**config.mk**
```make
export PLATFORM = sky130hd
export DESIGN_NAME = ami_queue
export DESIGN_NICKNAME = d
export VERILOG_FILES = /design/src/ami_pkg.sv /design/src/ami_queue.sv
export SDC_FILE = /design/constraint.sdc
export NUM_CORES = 2
export LEC_CHECK = 0
export BUFFER_PORTS_ARGS = -buffer_cell sky130_fd_sc_hd__buf_2
export CAP_MARGIN = 10
export CORE_AREA = 2 2 759 761
export DETAILED_ROUTE_END_ITERATION = 7
export DIE_AREA = 0 0 761 763
export PLACE_DENSITY = 0.52
export SLEW_MARGIN = 20
export SYNTH_ARGS = -nofsm -noshare
export SYNTH_HDL_FRONTEND = slang
export SYNTH_SLANG_ARGS = --single-unit
```
**constraint.sdc**
```tcl
create_clock -name clk -period 32.1 [get_ports clk]
set_input_delay 6.42 -clock clk [delete_from_list [all_inputs] [get_ports clk]]
set_output_delay 6.42 -clock clk [all_outputs]
set_load 0.05 [all_outputs]
```
**src/ami_pkg.sv**
```systemverilog
`timescale 1ns / 1ps
// ---------------------------------------------------------------------------
// ami_pkg
// Widths, tables and the queued item type of the affine matrix inverse.
// ---------------------------------------------------------------------------
package ami_pkg;

	localparam int FRAC_BITS_DEF = 16;
	localparam int EW = 32;          // entry and result width
	localparam int AW = 2 * EW + 1;  // cofactor width
	localparam int PW = AW + EW;     // cofactor times entry
	localparam int DW = PW + 2;      // sum of three such products
	localparam int NENT = 12;
	localparam int NADJ = 9;
	localparam int NTERM = 12;
	localparam int NPROD = 2 * NADJ;
	localparam int QDEPTH = 4;
	localparam int QPW = $clog2(QDEPTH);
	localparam int DIV_LAT = 3 + EW;  // registers inside one divider lane
	localparam logic [1:0] ROW_LAST = 2'd2;

	// entry positions of the input item
	localparam logic [3:0] E_TX = 4'd3;
	localparam logic [3:0] E_TY = 4'd7;
	localparam logic [3:0] E_TZ = 4'd11;

	// cofactor k = ent[P0] * ent[P1] - ent[N0] * ent[N1]
	localparam logic [3:0] ADJ_P0 [NADJ] = '{4'd5, 4'd2, 4'd1, 4'd6, 4'd0, 4'd2, 4'd4, 4'd1, 4'd0};
	localparam logic [3:0] ADJ_P1 [NADJ] = '{4'd10, 4'd9, 4'd6, 4'd8, 4'd10, 4'd4, 4'd9, 4'd8, 4'd5};
	localparam logic [3:0] ADJ_N0 [NADJ] = '{4'd6, 4'd1, 4'd2, 4'd4, 4'd2, 4'd0, 4'd5, 4'd0, 4'd1};
	localparam logic [3:0] ADJ_N1 [NADJ] = '{4'd9, 4'd10, 4'd5, 4'd10, 4'd8, 4'd6, 4'd8, 4'd9, 4'd4};

	// wide products: three determinant terms, then three per translation row
	localparam logic [3:0] TERM_ADJ [NTERM] =
		'{4'd0, 4'd3, 4'd6, 4'd0, 4'd1, 4'd2, 4'd3, 4'd4, 4'd5, 4'd6, 4'd7, 4'd8};
	localparam logic [3:0] TERM_ENT [NTERM] =
		'{4'd0, 4'd1, 4'd2, E_TX, E_TY, E_TZ, E_TX, E_TY, E_TZ, E_TX, E_TY, E_TZ};

	typedef struct packed {
		logic [NADJ-1:0][AW-1:0] adj;
		logic [2:0][DW-1:0]      t;
		logic [DW-1:0]           absdet;
		logic                    det_neg;
		logic                    sing;
	} ami_item_t;

	typedef struct packed {
		logic valid;
		logic ready;
	} ami_qctl_t;

endpackage

```
**src/ami_queue.sv**
```systemverilog
`timescale 1ns / 1ps
// ---------------------------------------------------------------------------
// ami_queue
// Short item queue between front and back, with a credit count that also
// covers items still inside the front pipeline.
// ---------------------------------------------------------------------------
module ami_queue import ami_pkg::*; (
	input  logic      clk,
	input  logic      arst_n,
	input  logic      accept,
	input  logic      push,
	input  ami_item_t wr_item,
	input  logic      pop,
	output ami_qctl_t ctl,
	output ami_item_t rd_item
);

	ami_item_t        mem_q [QDEPTH];
	logic [QPW-1:0]   wr_ptr_q;
	logic [QPW-1:0]   rd_ptr_q;
	logic [QPW:0]     fill_q;
	logic [QPW:0]     credit_q;

	always_ff @(posedge clk or negedge arst_n) begin
		if (!arst_n) begin
			wr_ptr_q <= '0;
			rd_ptr_q <= '0;
			fill_q   <= '0;
			credit_q <= '0;
		end else begin
			if (push) begin
				wr_ptr_q <= wr_ptr_q + 1'b1;
			end
			if (pop) begin
				rd_ptr_q <= rd_ptr_q + 1'b1;
			end
			fill_q   <= fill_q + (QPW+1)'(push) - (QPW+1)'(pop);
			credit_q <= credit_q + (QPW+1)'(accept) - (QPW+1)'(pop);
		end
	end

	always_ff @(posedge clk) begin
		if (push) begin
			mem_q[wr_ptr_q] <= wr_item;
		end
	end

	assign rd_item   = mem_q[rd_ptr_q];
	assign ctl.valid = (fill_q != '0);
	assign ctl.ready = (credit_q != (QPW+1)'(QDEPTH));

endmodule

```
Word level (Yosys, flattened, before mapping)
Memories as Yosys holds them, arrays and structs flattened.
Cells that the tools add are included.
{"block": "word_totals", "inputBits": 988, "register_bits": 10, "mem_bits_rw": 3932, "mem_count": 1, "elab_cells": 15}
{"block": "op_classes", "addsub": 6, "n_reduce_logical": 1, "eq_ne": 1, "mux": 2}
{"name": "mem_q", "depth": 4, "width": 983, "read_ports": 1, "rd_ports_with_merged_regs": 0, "wr": 1, "line": "ami_queue.sv:18", "text": "ami_item_t mem_q [QDEPTH];"}
{"cell": "adder 3 x 1 -> 3 bit", "count": 2}
{"cell": "subtractor 3 x 1 -> 3 bit", "count": 2}
{"cell": "adder 2 x 1 -> 2 bit (second input constant)", "count": 2}
{"cell": "inequality test 3 bit (second input constant)", "count": 1}
{"cell": "nonzero test 3 bit", "count": 1}
{"cell": "two-way mux 1 bit", "count": 2}

Longest topological paths before layout
{"block": "logic_depth", "depth_word": 2, "depth_mapped": 7, "ltp_nobuf": 7}

Worst setup path after synthesis
No wires, ideal clock.
{"block": "synth_path", "path_type": "in2reg", "startpoint": "input push", "endpoint": "memory mem_q[0][0] in the netlist's numbering (enable)", "cell_stages": 1, "setup_ns": 1.480, "setup_slack_ns": 2.211, "required_ns": 30.620, "arrival_time_ns": 28.409, "path_cell_list": "and2_1"}
{"block": "synth_between", "elab_chain_cells": 2}
{"element": "start, declared", "line": "ami_queue.sv:11", "text": "input logic push,"}
{"element": "two-way mux 1 bit", "line": "ami_queue.sv:43", "text": "if (push) begin"}
{"element": "two-way mux 1 bit (not written as such)", "line": "ami_queue.sv:44", "text": "mem_q[wr_ptr_q] <= wr_item;"}
{"element": "end, declared", "line": "ami_queue.sv:18"}
Every way passes these cells.

==> impl_metrics.csv <==
group,metric,value,unit
drt,final_antenna_net_count,0,
clock_tree,post-cts-setup-buffers,0,
drt,first_pass_iters,7,
synth,synth.distinct_cells,18,
worst_setup_path,crit_type,"flip-flop to output pin",
clock_tree,htreeDepth,5,
timing,period_share,44.2,%
timing,hold_viol_final,0,
drt,wire_per_inst,34.1,um
timing,clock.fmax,0.0705,GHz
timing,period_needed,14.19,ns
synth,syn_area,0.142,mm^2
global_route,grt_pass1_wl,690000,um
power,ir_drop,0.0997,mV
drt,drc,0,
worst_setup_path,r2r_start,"wr_ptr_q[0]",
global_route,grt_start_max_net_pins,142,
drt,totalWireLength,533000,um
clock_tree,ctsResizeCount,0,
drt,vias,70331,
job,maxCapViolations,0,
worst_setup_path,critPathLaunchType,"flip-flop",
worst_setup_path,crit_required,25.68,ns
hold_path,hold_class,"flip-flop to flip-flop",
timing,tightest_slew,1.27,ns
worst_setup_path,crit_path_end_kind,"output pin",
clock_tree,cts_tree,"done",
timing,hold_slack,0.566,ns
synth,synth_top_area_share,83.0,%
outcome,status,"complete, no violations",
timing,relSlewSlack,15.5,%
hold_path,hold_end,"wr_ptr_q[0]",
hold_path,hold_start,"wr_ptr_q[0]",
synth,yosysWarnings,0,
clock_tree,numCtsBuffers,420,
global_route,grt.overflow.total,0,
worst_setup_path,reg2reg_depth,7,
timing,final-max-slew-violation-count,0,
hold_path,hold_depth,1,
timing,setup_viol,0,
synth,synth.ff_latch_count,3942,
floorplanning,core,0.572,mm^2
clock_tree,clk_latency,0.96,ns
floorplanning,die_area,0.581,mm^2
worst_setup_path,critPathMaxFanout,76,
placement,hpwl,399000,um
synth,ys_seq_area_share,83.1,%
clock_tree,clock-sinks,3942,
floorplanning,floorplan.rows,278,
synth,synth_top_family_by_area,"multiplexers",
timing,fin_worst_skew,0.0820,ns
synth,synth_compound_area_share,0.00352,%
clock_tree,path_clk_slew,0.06,ns
worst_setup_path,cp.arrival,7.77,ns
worst_setup_path,reg2reg_slack,26.70,ns
power,p_leak,57.5,nW
power,power_density,112,mW/mm^2
clock_tree,cts_hold_buf,0,
synth,yosys.area.top_type,"edfxtp_1",
placement,io_buffers,1972,
synth,synthMuxAreaShare,15.6,%
clock_tree,clk_path_buf_depth,4,
floorplanning,initial_utilization,24.9,%
clock_tree,root_buffer,"clkbuf_16",
drt,viasPerCell,4.49,
floorplanning,fp.dieW,761,um
layout,synthToLayoutAreaGrowth,23.1,%
global_route,grt_antenna_before_repair,595,
drt,drt_iter0_markers,6826,
synth,synth_area_leaders,"edfxtp_1 83%, mux4_2 16%, buf_6 0.58%, buf_2 0.33%, dfrtp_1 0.18%",
timing,rsz0062_at_grt,"false",
synth,synth_nets,6178,
global_route,grtUsageTotal,17.7,%
layout,fin_nets,8454,
worst_setup_path,r2r-end,"mem_q[3][614]",
global_route,grt_pass1_vias,70764,
synth,avgSynthCellArea,27.5,um^2
synth,synthXorXnorAreaFrac,0.0431,%
synth,synthCells,5180,
floorplanning,ios,1973,
floorplanning,die_y,763,um
synth,synthAdderAreaFrac,0.0985,%
layout,drive_gt1_share,46.6,%
placement,globalplace.congestion,0.919,
synth,synth-simple-area-share,0.0308,%
timing,tns,0,ns
routing by layer:
layer  vias to the layer above  global-route usage, %  wire length, um
met5                         -                      0             2940
met4                       432                   6.63            22800
met3                      1478                   11.3            84900
met2                      3685                   26.9           235000
met1                     37043                   20.1           187000
li1                      27693                      -                -
cells by family (layout without fill, tap and decap cells):
group	count (synthesis)	count (layout)
other cells	0	300
buf+inv	229	2846
simple gates	8	8
flops	3942	3942
compound gates	1	1
xor+xnor	7	7
mux	983	983
fa+ha+maj	10	10
through the flow:
stage	power [mW]	utilization, %	std cells	setup slack [ns]	instance area (um^2)
2_1_floorplan	13.6	-	5180	2.21	142000
6_report	19.6	30.6	15657	17.91	175000
3_5_place_dp	15.1	28.1	14593	18.55	161000
3_3_place_gp	15.1	28.1	14593	18.63	161000
4_1_cts	19.9	30.5	15356	17.43	174000
5_1_grt	20.3	30.5	15464	17.02	175000
power by group:
part	internal, mW	switching [mW]	total [mW]	leakage [nW]
Clock	2.67	2.07	4.74	6.49
Combinational	1.96	6.02	7.98	14.8
Sequential	6.73	0.192	6.92	36.2
Total	11.4	8.28	19.6	57.5
flip-flops by register name (all words and copies together) (netlist names):
name / count
fill_q: 3
rd_ptr_q: 2
wr_ptr_q: 2
mem_q: 3932
credit_q: 3
Yosys cell counts, drive strengths merged:
cell and instances:
or3 1, mux4 983, ha 8, edfxtp 3932, o21ai 1, inv 10, and2 4, nand3 1
nand2 2, dfrtp 10, xnor2 4, xor2 3, fa 2, buf 203, clkbuf 16
layout by cell type, fill, tap and decap left out, drive strengths merged:
| master | n |
|---|---|
| fa | 2 |
| bufinv | 29 |
| diode | 300 |
| clkinvlp | 9 |
| mux4 | 983 |
| nand3 | 1 |
| ha | 8 |
| xor2 | 3 |
| o21ai | 1 |
| and2 | 4 |
| edfxtp | 3932 |
| xnor2 | 4 |
| dfrtp | 10 |
| inv | 27 |
| nand2 | 2 |
| clkinv | 190 |
| or3 | 1 |
| buf | 2073 |
| clkbuf | 518 |
worst max path at each step:
stage / slack [ns] / depth (start not counted) / from / endpoint
floorplan: 2.21 / 1 / push / mem_q[0][0]
global placement: 18.63 / 9 / rd_ptr_q[0] / rd_item[509]
detailed placement: 18.55 / 9 / rd_ptr_q[0] / rd_item[595]
CTS: 17.43 / 9 / rd_ptr_q[0] / rd_item[595]
global route: 17.02 / 9 / rd_ptr_q[0] / rd_item[509]
finish: 17.91 / 9 / rd_ptr_q[0] / rd_item[529]
layout make-up:
class                           count  area (um^2)
Antenna cell                      300          751
Clock buffer                      518        11000
Clock inverter                    245         2390
Fill cell                       54939       397000
Inverter                           10         37.5
Multi-Input combinational cell   1009        22400
Sequential cell                  3942       118000
Tap cell                         7560         9460
Timing Repair Buffer             2073        10900
worst max-delay path: stages (launching register included):
cell	delay, ns
dfrtp_4	0.65
buf_12	0.46
buf_4	0.60
buf_4	0.83
buf_12	0.50
buf_4	0.61
buf_4	0.77
buf_4	0.82
mux4_2	0.62
buf_2	0.24
(Power assumes the default switching activity.)
